File: config.mk
export PLATFORM = sky130hd
export DESIGN_NAME = fifo_with_remove_by_value
export DESIGN_NICKNAME = d
export VERILOG_FILES = /design/src/sv/fwr_pkg.sv /design/src/sv/fifo_with_remove_by_value.sv /design/src/sv/fwr_ram.sv /design/src/sv/fwr_ctrl.sv /design/src/sv/fwr_datapath.sv
export SDC_FILE = /design/constraint.sdc
export NUM_CORES = 2
export LEC_CHECK = 0
export BUFFER_PORTS_ARGS = -buffer_cell sky130_fd_sc_hd__buf_2
export CORE_UTILIZATION = 47
export CTS_BUF_LIST = sky130_fd_sc_hd__clkbuf_8
export CTS_CLUSTER_DIAMETER = 100
export DETAILED_ROUTE_END_ITERATION = 10
export SYNTH_ARGS = -nofsm -noshare
export SYNTH_HDL_FRONTEND = slang
export SYNTH_SLANG_ARGS = --single-unit
export TNS_END_PERCENT = 100
File: constraint.sdc
create_clock -name clk -period 21.4 [get_ports clk]
set_clock_uncertainty 0.15 [all_clocks]
set_input_delay 3.21 -clock clk [delete_from_list [all_inputs] [get_ports clk]]
set_output_delay 3.21 -clock clk [all_outputs]
set_load 0.02 [all_outputs]
File: src/sv/fwr_pkg.sv
package fwr_pkg;

  localparam int DEFAULT_QUEUE_DEPTH = 16;
  localparam int DEFAULT_VALUE_WIDTH = 32;
  localparam int HANDLE_W = 32;
  localparam int RESULT_W = 32;

  localparam logic [1:0] CMD_PUSH   = 2'd0;
  localparam logic [1:0] CMD_POP    = 2'd1;
  localparam logic [1:0] CMD_REMOVE = 2'd2;
  localparam logic [1:0] CMD_PEEK   = 2'd3;

  typedef struct packed {
    logic capture;
    logic push;
    logic pop;
    logic scan_start;
    logic step;
    logic hit;
    logic shift;
    logic shrink;
    logic fetch;
    logic load_head;
    logic respond;
  } fwr_ctl_t;

  typedef struct packed {
    logic [1:0] cmd;
    logic       empty;
    logic       multi;
    logic       hit;
    logic       drained;
  } fwr_stat_t;

endpackage

File: src/sv/fifo_with_remove_by_value.sv
// Channel  Handshake        Payload
// request  start / busy     cmd, key_value, message_handle
// result   done (strobe)    result_value, head_handle, found, overflow, entry_count, is_empty
//
// A request is taken when start is high and busy is low. Push, peek, remove on
// an empty queue and a pop that leaves the queue empty go straight to the
// response; a pop that leaves entries first reads back the new head, and remove
// uses the single read port of the entry RAM to scan for the key and, if it
// finds it, closes up later entries one per cycle and reads back the new head.
// busy drops as done rises.
// Synchronous reset empties the queue.
// done is high for a single cycle; the result outputs hold until the next result. The receiver cannot stall.
module fifo_with_remove_by_value import fwr_pkg::*; #(
  parameter int QUEUE_DEPTH = DEFAULT_QUEUE_DEPTH,
  parameter int VALUE_WIDTH = DEFAULT_VALUE_WIDTH
) (
  input  logic                             clk,
  input  logic                             rst,
  input  logic                             start,
  output logic                             busy,
  input  logic [1:0]                       cmd,
  input  logic signed [31:0]               key_value,
  input  logic [HANDLE_W-1:0]              message_handle,
  output logic                             done,
  output logic signed [RESULT_W-1:0]       result_value,
  output logic [HANDLE_W-1:0]              head_handle,
  output logic                             found,
  output logic                             overflow,
  output logic [$clog2(QUEUE_DEPTH+1)-1:0] entry_count,
  output logic                             is_empty
);

  fwr_ctl_t  ctl;
  fwr_stat_t stat;

  fwr_ctrl u_ctrl (
    .clk   (clk),
    .rst   (rst),
    .start (start),
    .stat  (stat),
    .ctl   (ctl),
    .busy  (busy)
  );

  fwr_datapath #(
    .QUEUE_DEPTH (QUEUE_DEPTH),
    .VALUE_WIDTH (VALUE_WIDTH)
  ) u_datapath (
    .clk            (clk),
    .rst            (rst),
    .ctl            (ctl),
    .stat           (stat),
    .cmd            (cmd),
    .key_value      (key_value),
    .message_handle (message_handle),
    .done           (done),
    .result_value   (result_value),
    .head_handle    (head_handle),
    .found          (found),
    .overflow       (overflow),
    .entry_count    (entry_count),
    .is_empty       (is_empty)
  );

endmodule

File: src/sv/fwr_ram.sv
module fwr_ram #(
  parameter int WIDTH = 8,
  parameter int DEPTH = 16
) (
  input  logic                     clk,
  input  logic                     wr_en,
  input  logic [$clog2(DEPTH)-1:0] wr_addr,
  input  logic [WIDTH-1:0]         wr_data,
  input  logic [$clog2(DEPTH)-1:0] rd_addr,
  output logic [WIDTH-1:0]         rd_data
);

  logic [WIDTH-1:0] mem [DEPTH];

  always_ff @(posedge clk) begin
    if (wr_en) begin
      mem[wr_addr] <= wr_data;
    end
    rd_data <= mem[rd_addr];
  end

endmodule

File: src/sv/fwr_ctrl.sv
module fwr_ctrl import fwr_pkg::*; (
  input  logic      clk,
  input  logic      rst,
  input  logic      start,
  input  fwr_stat_t stat,
  output fwr_ctl_t  ctl,
  output logic      busy
);

  localparam logic [2:0] S_IDLE  = 3'd0;
  localparam logic [2:0] S_EXEC  = 3'd1;
  localparam logic [2:0] S_SCAN  = 3'd2;
  localparam logic [2:0] S_SHIFT = 3'd3;
  localparam logic [2:0] S_FETCH = 3'd4;
  localparam logic [2:0] S_LOAD  = 3'd5;
  localparam logic [2:0] S_RESP  = 3'd6;

  logic [2:0] state;
  logic [2:0] state_next;

  always_ff @(posedge clk) begin
    if (rst) begin
      state <= S_IDLE;
    end else begin
      state <= state_next;
    end
  end

  assign busy = (state != S_IDLE);

  always_comb begin
    ctl        = '0;
    state_next = state;
    unique case (state)
      S_IDLE: begin
        if (start) begin
          ctl.capture = 1'b1;
          state_next  = S_EXEC;
        end
      end
      S_EXEC: begin
        unique case (stat.cmd)
          CMD_PUSH: begin
            ctl.push   = 1'b1;
            state_next = S_RESP;
          end
          CMD_POP: begin
            ctl.pop    = !stat.empty;
            state_next = stat.multi ? S_FETCH : S_RESP;
          end
          CMD_REMOVE: begin
            ctl.scan_start = !stat.empty;
            state_next     = stat.empty ? S_RESP : S_SCAN;
          end
          CMD_PEEK: begin
            state_next = S_RESP;
          end
          default: begin
            state_next = S_RESP;
          end
        endcase
      end
      S_SCAN: begin
        priority if (stat.hit) begin
          ctl.hit    = 1'b1;
          state_next = S_SHIFT;
        end else if (stat.drained) begin
          state_next = S_RESP;
        end else begin
          ctl.step = 1'b1;
        end
      end
      S_SHIFT: begin
        if (stat.drained) begin
          ctl.shrink = 1'b1;
          state_next = stat.multi ? S_FETCH : S_RESP;
        end else begin
          ctl.step  = 1'b1;
          ctl.shift = 1'b1;
        end
      end
      S_FETCH: begin
        ctl.fetch  = 1'b1;
        state_next = S_LOAD;
      end
      S_LOAD: begin
        ctl.load_head = 1'b1;
        state_next    = S_RESP;
      end
      S_RESP: begin
        ctl.respond = 1'b1;
        state_next  = S_IDLE;
      end
      default: begin
        state_next = S_IDLE;
      end
    endcase
  end

endmodule

File: src/sv/fwr_datapath.sv
module fwr_datapath import fwr_pkg::*; #(
  parameter int QUEUE_DEPTH = DEFAULT_QUEUE_DEPTH,
  parameter int VALUE_WIDTH = DEFAULT_VALUE_WIDTH
) (
  input  logic                                 clk,
  input  logic                                 rst,
  input  fwr_ctl_t                             ctl,
  output fwr_stat_t                            stat,
  input  logic [1:0]                           cmd,
  input  logic signed [31:0]                   key_value,
  input  logic [HANDLE_W-1:0]                  message_handle,
  output logic                                 done,
  output logic signed [RESULT_W-1:0]           result_value,
  output logic [HANDLE_W-1:0]                  head_handle,
  output logic                                 found,
  output logic                                 overflow,
  output logic [$clog2(QUEUE_DEPTH+1)-1:0]     entry_count,
  output logic                                 is_empty
);

  localparam int PTR_W   = $clog2(QUEUE_DEPTH);
  localparam int CNT_W   = $clog2(QUEUE_DEPTH + 1);
  localparam int ENTRY_W = VALUE_WIDTH + HANDLE_W;
  localparam logic [CNT_W-1:0] DEPTH_CNT = CNT_W'(QUEUE_DEPTH);
  localparam logic [PTR_W-1:0] LAST_PTR  = PTR_W'(QUEUE_DEPTH - 1);

  function automatic logic [PTR_W-1:0] phys(input logic [PTR_W-1:0] base,
                                            input logic [CNT_W-1:0] li);
    logic [CNT_W:0] sum;
    sum = (CNT_W+1)'(base) + {1'b0, li};
    if (sum >= (CNT_W+1)'(QUEUE_DEPTH)) begin
      sum = sum - (CNT_W+1)'(QUEUE_DEPTH);
    end
    return sum[PTR_W-1:0];
  endfunction

  logic [PTR_W-1:0]              head_ptr;
  logic [CNT_W-1:0]              count;
  logic [CNT_W-1:0]              idx;
  logic [CNT_W-1:0]              cmp_idx;
  logic                          rv;
  logic [1:0]                    cmd_q;
  logic [VALUE_WIDTH-1:0]        key_q;
  logic [HANDLE_W-1:0]           hnd_q;
  logic signed [VALUE_WIDTH-1:0] head_val;
  logic [HANDLE_W-1:0]           head_hnd;
  logic signed [VALUE_WIDTH-1:0] taken;
  logic                          found_q;
  logic                          over_q;

  logic                          wr_en;
  logic [PTR_W-1:0]              wr_addr;
  logic [ENTRY_W-1:0]            wr_data;
  logic [PTR_W-1:0]              rd_addr;
  logic [ENTRY_W-1:0]            rd_data;
  logic [VALUE_WIDTH-1:0]        rd_val;
  logic [HANDLE_W-1:0]           rd_hnd;
  logic                          full;
  logic                          empty;
  logic                          report_head;
  logic signed [VALUE_WIDTH-1:0] res_v;

  assign rd_val = rd_data[ENTRY_W-1:HANDLE_W];
  assign rd_hnd = rd_data[HANDLE_W-1:0];
  assign full   = (count == DEPTH_CNT);
  assign empty  = (count == '0);

  assign stat.cmd     = cmd_q;
  assign stat.empty   = empty;
  assign stat.multi   = (count > CNT_W'(1));
  assign stat.hit     = rv && (rd_val == key_q);
  assign stat.drained = !rv && (idx >= count);

  assign wr_en   = (ctl.push && !full) || (ctl.shift && rv);
  assign wr_addr = ctl.push ? phys(head_ptr, count) : phys(head_ptr, cmp_idx - CNT_W'(1));
  assign wr_data = ctl.push ? {key_q, hnd_q} : rd_data;
  assign rd_addr = ctl.fetch ? phys(head_ptr, '0) : phys(head_ptr, idx);

  fwr_ram #(
    .WIDTH (ENTRY_W),
    .DEPTH (QUEUE_DEPTH)
  ) u_ram (
    .clk     (clk),
    .wr_en   (wr_en),
    .wr_addr (wr_addr),
    .wr_data (wr_data),
    .rd_addr (rd_addr),
    .rd_data (rd_data)
  );

  assign report_head = (cmd_q == CMD_PUSH) || (cmd_q == CMD_PEEK);

  always_comb begin
    if (report_head) begin
      res_v = empty ? '0 : head_val;
    end else begin
      res_v = taken;
    end
  end

  always_ff @(posedge clk) begin
    if (rst) begin
      head_ptr <= '0;
      count    <= '0;
      rv       <= 1'b0;
      done     <= 1'b0;
    end else begin
      done <= ctl.respond;
      if (ctl.push && !full) begin
        count <= count + CNT_W'(1);
      end
      if (ctl.pop) begin
        head_ptr <= (head_ptr == LAST_PTR) ? '0 : head_ptr + PTR_W'(1);
        count    <= count - CNT_W'(1);
      end
      if (ctl.shrink) begin
        count <= count - CNT_W'(1);
      end
      if (ctl.scan_start || ctl.hit) begin
        rv <= 1'b0;
      end else if (ctl.step) begin
        rv <= (idx < count);
      end
    end
  end

  always_ff @(posedge clk) begin
    if (ctl.capture) begin
      cmd_q   <= cmd;
      key_q   <= VALUE_WIDTH'($unsigned(key_value));
      hnd_q   <= message_handle;
      taken   <= '0;
      found_q <= 1'b0;
      over_q  <= 1'b0;
    end
    if (ctl.push) begin
      over_q <= full;
      if (empty) begin
        head_val <= key_q;
        head_hnd <= hnd_q;
      end
    end
    if (ctl.pop) begin
      taken   <= head_val;
      found_q <= 1'b1;
    end
    if (ctl.scan_start) begin
      idx <= '0;
    end else if (ctl.hit) begin
      idx     <= cmp_idx + CNT_W'(1);
      taken   <= rd_val;
      found_q <= 1'b1;
    end else if (ctl.step) begin
      cmp_idx <= idx;
      if (idx < count) begin
        idx <= idx + CNT_W'(1);
      end
    end
    if (ctl.load_head) begin
      head_val <= rd_val;
      head_hnd <= rd_hnd;
    end
    if (ctl.respond) begin
      result_value <= RESULT_W'(res_v);
      head_handle  <= empty ? '0 : head_hnd;
      found        <= (cmd_q == CMD_PEEK) ? !empty : found_q;
      overflow     <= over_q;
      entry_count  <= count;
      is_empty     <= empty;
    end
  end

endmodule

==> After elaboration in Yosys (flattened, before gate mapping) <==
Memories as Yosys holds them, arrays and structs flattened. A register that Yosys moved wholly into a read port is not among the register bits.
Cells that the tools add are included.
{ "op_classes": {"n_addsub": 13, "n_lt_le_gt_ge": 7, "n_eq_ne": 15, "mux": 59, "bitwise_logic": 2, "reduce_logical": 26} }
{ "op_table": {"columns": ["cell", "count"], "rows": [
  ["2-to-1 mux 32 bit", 12],
  ["2-to-1 mux 64 bit", 1],
  ["equality test 32 bit", 1],
  ["2-to-1 mux 5 bit", 6],
  ["2-to-1 mux 4 bit", 7],
  ["2-to-1 mux 1 bit", 22],
  ["adder 4 x 5 -> 6 bit", 3],
  [">= comparator 6 x 5 -> 1 bit (second input constant)", 3],
  ["2-to-1 mux 3 bit", 6],
  ["one-hot mux 3 bit (6 select lines)", 1],
  ["subtractor 4 x 1 -> 4 bit (second input constant)", 4],
  ["adder 5 x 1 -> 5 bit (second input constant)", 3],
  ["nonzero test 2 bit", 5],
  ["subtractor 5 x 1 -> 5 bit (second input constant)", 2],
  ["equality test 3 bit (second input constant)", 3],
  ["one-hot mux 3 bit (3 select lines)", 1],
  ["equality test 3 x 2 -> 1 bit (second input constant)", 2],
  ["AND reduction 3 bit", 2],
  ["nonzero test 3 bit", 2],
  ["equality test 5 bit (second input constant)", 1],
  [">= comparator 4 x 5 -> 1 bit (second input constant)", 1],
  [">= comparator 5 bit", 1],
  ["greater-than comparator 5 x 1 -> 1 bit (second input constant)", 1],
  ["zero test 5 bit", 1],
  ["other kinds (18)", 31]
]} }
{ "word_totals": {"reg_bits": 260, "ramBits": 1024, "out_inout_bits": 74, "word_cells": 144, "memories": 1} }
{ "mem_list": {"columns": ["memory", "words", "word_bits", "read_ports", "rd_ports_with_merged_regs", "write_ports", "line_no", "rtl"], "rows": [
  ["u_datapath.u_ram.mem", 16, 64, 1, 1, 1, "fwr_ram.sv:13", "logic [WIDTH-1:0] mem [DEPTH];"]
]} }

==> Depth between registers and ports, before layout <==
{ "depth": {"ltp_word": 8, "depth_mapped": 15, "ltp_nobuf": 12} }

==> Hierarchy <==
A second synthesis with hierarchy kept.
{ "unflattened": {"hier_cells": 2598, "area_unflattened_um2": 51565.7} }
{ "modules_own_cells": {"columns": ["module", "n_inst", "cells_each", "area_per_inst_um2"], "rows": [
  ["fwr_ram", 1, 1647, 39581.7],
  ["fwr_datapath", 1, 902, 11624.9],
  ["fwr_ctrl", 1, 49, 359.1]
]} }

==> Worst setup path after synthesis <==
No wires, ideal clock.
{ "synth_timing": {"kind": "flip-flop to flip-flop", "startpoint": "register u_datapath.count[0]", "endpoint": "register u_datapath.head_hnd[0] (enable)", "arrival_ns": 6.084, "slack_ns": 14.592, "path_stages_with_launch": 8, "path_buffers": 3, "cell_sequence": "dfxtp_1 -> inv_1 -> ha_1 -> or4b_1 -> buf_2 -> clkbuf_1 -> clkbuf_1 -> o21ai_0"} }
{ "synth_between": {"elab_chain_len": 3} }
{ "synth_rtl": {"columns": ["item", "line_no", "rtl"], "rows": [
  ["from (decl)", "fwr_datapath.sv:38", "logic [CNT_W-1:0] count;"],
  ["from (signal assigned)", "fwr_datapath.sv:110", "count <= count + CNT_W'(1);"],
  ["from (signal assigned)", "fwr_datapath.sv:114", "count <= count - CNT_W'(1);"],
  ["from (signal assigned)", "fwr_datapath.sv:117", "count <= count - CNT_W'(1);"],
  ["zero test 5 bit", "fwr_datapath.sv:66", "assign empty = (count == '0);"],
  ["nonzero test 2 bit (no line)", null, null],
  ["AND reduction 2 bit (no line)", null, null],
  ["to (signal assigned)", "fwr_datapath.sv:140", "head_hnd <= hnd_q;"],
  ["to (signal assigned)", "fwr_datapath.sv:161", "head_hnd <= rd_hnd;"],
  ["to (decl)", "fwr_datapath.sv:46", "logic [HANDLE_W-1:0] head_hnd;"]
]} }
No other way between the ends.
A chain may end at the register's enable or synchronous reset.

==> Worst setup path after layout <==
{ "layout_timing": {"startpoint": "register u_ctrl.state[1]", "endpoint": "memory u_datapath.u_ram.mem[0][38] (netlist name) (enable)"} }
{ "layout_between": {"elab_chain_len": 6, "word_cells_on_any_way": 10, "classes_between": "eq/ne: 2; mux: 5; reduce/logical: 3"} }
{ "layout_rtl": {"columns": ["item", "line_no", "rtl"], "rows": [
  ["from (decl)", "fwr_ctrl.sv:18", "logic [2:0] state;"],
  ["from (signal assigned)", "fwr_ctrl.sv:25", "state <= state_next;"],
  ["equality test 3 x 1 -> 1 bit / equality test 3 x 2 -> 1 bit (equally long branches)", "fwr_ctrl.sv:34", "unique case (state)"],
  ["2-to-1 mux 3 bit / 2-to-1 mux 2 bit (equally long branches)", "fwr_ctrl.sv:34", null],
  ["logical AND 1 bit", "fwr_datapath.sv:74", "assign wr_en = (ctl.push && !full) || (ctl.shift && rv);"],
  ["logical OR 1 bit", "fwr_datapath.sv:74", null],
  ["2-to-1 mux 1 bit", "fwr_ram.sv:16", "if (wr_en) begin"],
  ["2-to-1 mux 1 bit (implied by the code)", "fwr_ram.sv:17", "mem[wr_addr] <= wr_data;"],
  ["to (decl)", "fwr_ram.sv:13", null]
]} }
Parallel ways exist; a longest one is shown, timed or not.

==> qor.yml <==
yosys:
  synth_area_leaders: "edfxtp_1, mux2i_1, dfxtp_1"
  synth.avg_cell_area_um2: 16.7
  synth_nets: 3269
  yosysUniqueCellTypes: 59
  synth_top_cell_area_share_pct: 69.7
  synthesis.instances: 3175
  synth_enable_flop_cells: 1232
  synth-seq-area-share_pct: 74.1
  ys_flop_type: "edfxtp_1"
  synth_largest_area_cell: "edfxtp_1"
  yosysWarningCount: 0
  synthArstFlopShare_pct: 0
  number_of_storage_elements_in_the_synthesis_netlist: 1348
  synthesis.area_um2: 53100
pwr:
  vdd_drop_max_uv: 139
  leakage_nw: 21.5
  power.density_nw_per_um2: 132
cts:
  cts_num_sinks: 1348
  cts_inserted_buffers: 211
  cts_tree: "done"
  clockRootBuffer: "clkbuf_8"
  clkLatencyLatePin_ns: 0.90
  post-cts-setup-buffers: 0
  cts_buffer_depth: 3
  ctsHtreeMaxLevel: 4
  path_clk_slew_ns: 0.06
  cts_repair_resize_count: 0
  cts.hold.buffers_added: 0
sta:
  final.setup.tns_ns: 0
  final-hold-violation-count: 0
  rsz0062_at_grt: "no"
  maxClockFrequency_mhz: 183
  layout_min_cycle_time_ns: 5.47
  tightest_slew_ns: 1.25
  slew_headroom_pct: 16.5
  drv_slew: 0
  setup_ws_ns: 15.93
  final-setup-viol-count: 0
  fin_crit_sh_pct: 25.6
min_path:
  hold_path_startpoint: "u_datapath.over_q$_SDFFCE_PN0P_"
  hold_path.class: "register to register"
layout:
  final_common_cell: "edfxtp_1"
  layout.filler_cells: 8826
  layout_overhead_on_the_synthesized_area_pct: 12.4
  mostFrequentLayoutCells: "edfxtp_1, mux2i_1, nand2_1"
  final_layout_net_count: 3493
  drive_above_1_share_pct: 20.9
grt:
  antenna_found_initial: 5
  grt_start_max_net_pins: 164
  first_global_vias: 29142
  grt_usage_pct: 22.3
  grt_pass1_wl_um: 186000
  global_route.overflow_total: 0
detailed_routing:
  avgViaCountPerCell: 5.68
  dr_total_vias: 28837
  drcViolationCount: 0
  drt-total-wl_um: 128000
  dr.pass1.iters: 8
  drt_iter0_drc: 2455
  drt.antenna.violating_nets: 0
  average_wire_per_cell_in_the_routed_design_um: 25.2
placed_design:
  placement.io_buffers: 142
  gpl.final_weighted_congestion: 0.777
  detailedPlace.worstSlack_ns: 15.71
  dp_hpwl_um: 65900
worst_setup_path:
  worstSetupEndpointType: "register"
  crit_path_max_fanout: 49
  cp_data_required_time_ns: 21.73
  worst-setup-path-type: "register to register"
  worst_setup_path_start_kind: "register"
  crit_start: "u_ctrl.state[1]$_SDFFE_PP0P_"
  r2r-start: "u_ctrl.state[1]$_SDFFE_PP0P_"
  worstPathArrival_ns: 5.80
floorplanning:
  std_cell_rows: 122
  design.portCount: 143
  die_width_um: 338
  core_region_area_um2: 111000
  vertical_extent_of_the_die_um: 338
  initial_core_util_pct: 47.7
  fp.dieArea_um2: 114000
job:
  cap_viol_max_count: 0
run_status:
  run_status: "finished, final reports clean"
## path summary, 6_finish.rpt
check	to	depth (start not counted)	slack (ns)
hold / removal	u_datapath.overflow$_DFFE_PP_	0	0.28
setup reg to reg	u_datapath.u_ram.mem[0][38]$_DFFE_PP_	12	15.93
setup / recovery	u_datapath.u_ram.mem[0][38]$_DFFE_PP_	12	15.93
hold reg to reg	u_datapath.overflow$_DFFE_PP_	0	0.28
## synth_stat cells, types with 2 or more instances
cell,number
a211oi_1,4
a21boi_0,2
a21o_1,6
a21oi_1,85
a221oi_1,99
a221oi_2,30
a31oi_1,3
a32o_1,128
and2_1,35
and3_1,38
and4b_1,2
buf_1,6
buf_2,72
buf_4,13
buf_6,6
buf_8,7
clkbuf_1,85
dfxtp_1,116
edfxtp_1,1232
fa_1,2
ha_1,23
inv_1,19
mux2_1,2
mux2_2,192
mux2i_1,386
nand2_1,341
nand2b_1,8
nand3_1,14
nand3b_1,3
nand4_1,7
nor2_1,70
nor2b_1,8
nor3_1,7
nor4_1,3
nor4b_1,2
o21ai_0,44
o21ba_2,2
or3_1,2
or4_1,3
xnor2_1,31
xor2_1,19
## area by class of cell
cell class	count	area [um^2]	area share, %
sequential	1348	39300	65.9
clock buffer	234	3220	5.40
timing repair buffer	200	1200	2.01
antenna	1	2.50	0.00420
multi-input combinational	1619	12900	21.7
clock inverter	164	1030	1.72
inverter	19	72.6	0.122
tap	1488	1860	3.12
## power by group
group          internal, mW  switching, mW
combinational         0.825           1.36
clock                  1.12           1.01
sequential             3.40          0.150
total                  5.35           2.52
## critical path, cell delays in order, from the launching register on
cell	delay [ns]
dfxtp_1	0.58
nand4bb_4	0.23
buf_4	0.78
nand2_1	0.12
o21a_1	0.17
ha_1	0.27
a21o_1	0.18
a21oi_1	0.17
xnor2_1	0.19
xnor2_1	0.19
nand2_1	0.26
nor2_4	0.81
buf_4	0.87
## per-stage QoR
step / util (%) / area (um^2) / std cells / hold WS, ns / power (mW)
6_report: 53.6 / 59600 / 5073 / 0.276 / 7.87
3_5_place_dp: 49.8 / 55400 / 4674 / 0.269 / 5.78
3_3_place_gp: 49.8 / 55400 / 4674 / 0.264 / 5.73
5_1_grt: 53.6 / 59600 / 5073 / 0.295 / 8.22
2_1_floorplan: - / 53100 / 3175 / 0.250 / 5.16
4_1_cts: 53.6 / 59600 / 5072 / 0.284 / 7.93
## per-layer routing
layer  track usage, %  routed length [um]
met5                0                   0
met4             6.95                2680
met3             3.95                7810
met2             35.8               60600
met1             31.0               56600
## flip-flops by register name (all words and copies together) (netlist names), 2 cells and up
signal,count
u_ctrl.state,3
u_datapath.cmd_q,2
u_datapath.cmp_idx,5
u_datapath.count,5
u_datapath.entry_count,5
u_datapath.head_handle,32
u_datapath.head_hnd,32
u_datapath.head_ptr,4
u_datapath.head_val,32
u_datapath.hnd_q,32
u_datapath.idx,5
u_datapath.key_q,32
u_datapath.result_value,32
u_datapath.taken,32
u_datapath.u_ram.mem,1024
u_datapath.u_ram.rd_data,64
## logic make-up (layout without fill, tap and decap cells)
| logic type | count (synthesis) | in the layout | share of synthesized area, % |
|---|---|---|---|
| AOI/OAI and AO/OA | 413 | 413 | 6.52 |
| xor gates and xnor gates | 50 | 50 | 0.825 |
| adders and majority gates | 25 | 25 | 0.618 |
| buffers and inverters | 208 | 617 | 1.97 |
| DFF | 1348 | 1348 | 74.1 |
| muxes | 580 | 580 | 11.4 |
| other | 0 | 1 | 0 |
| and+or+nand+nor | 551 | 551 | 4.59 |
Note: power is estimated with default switching activity, not from simulation.
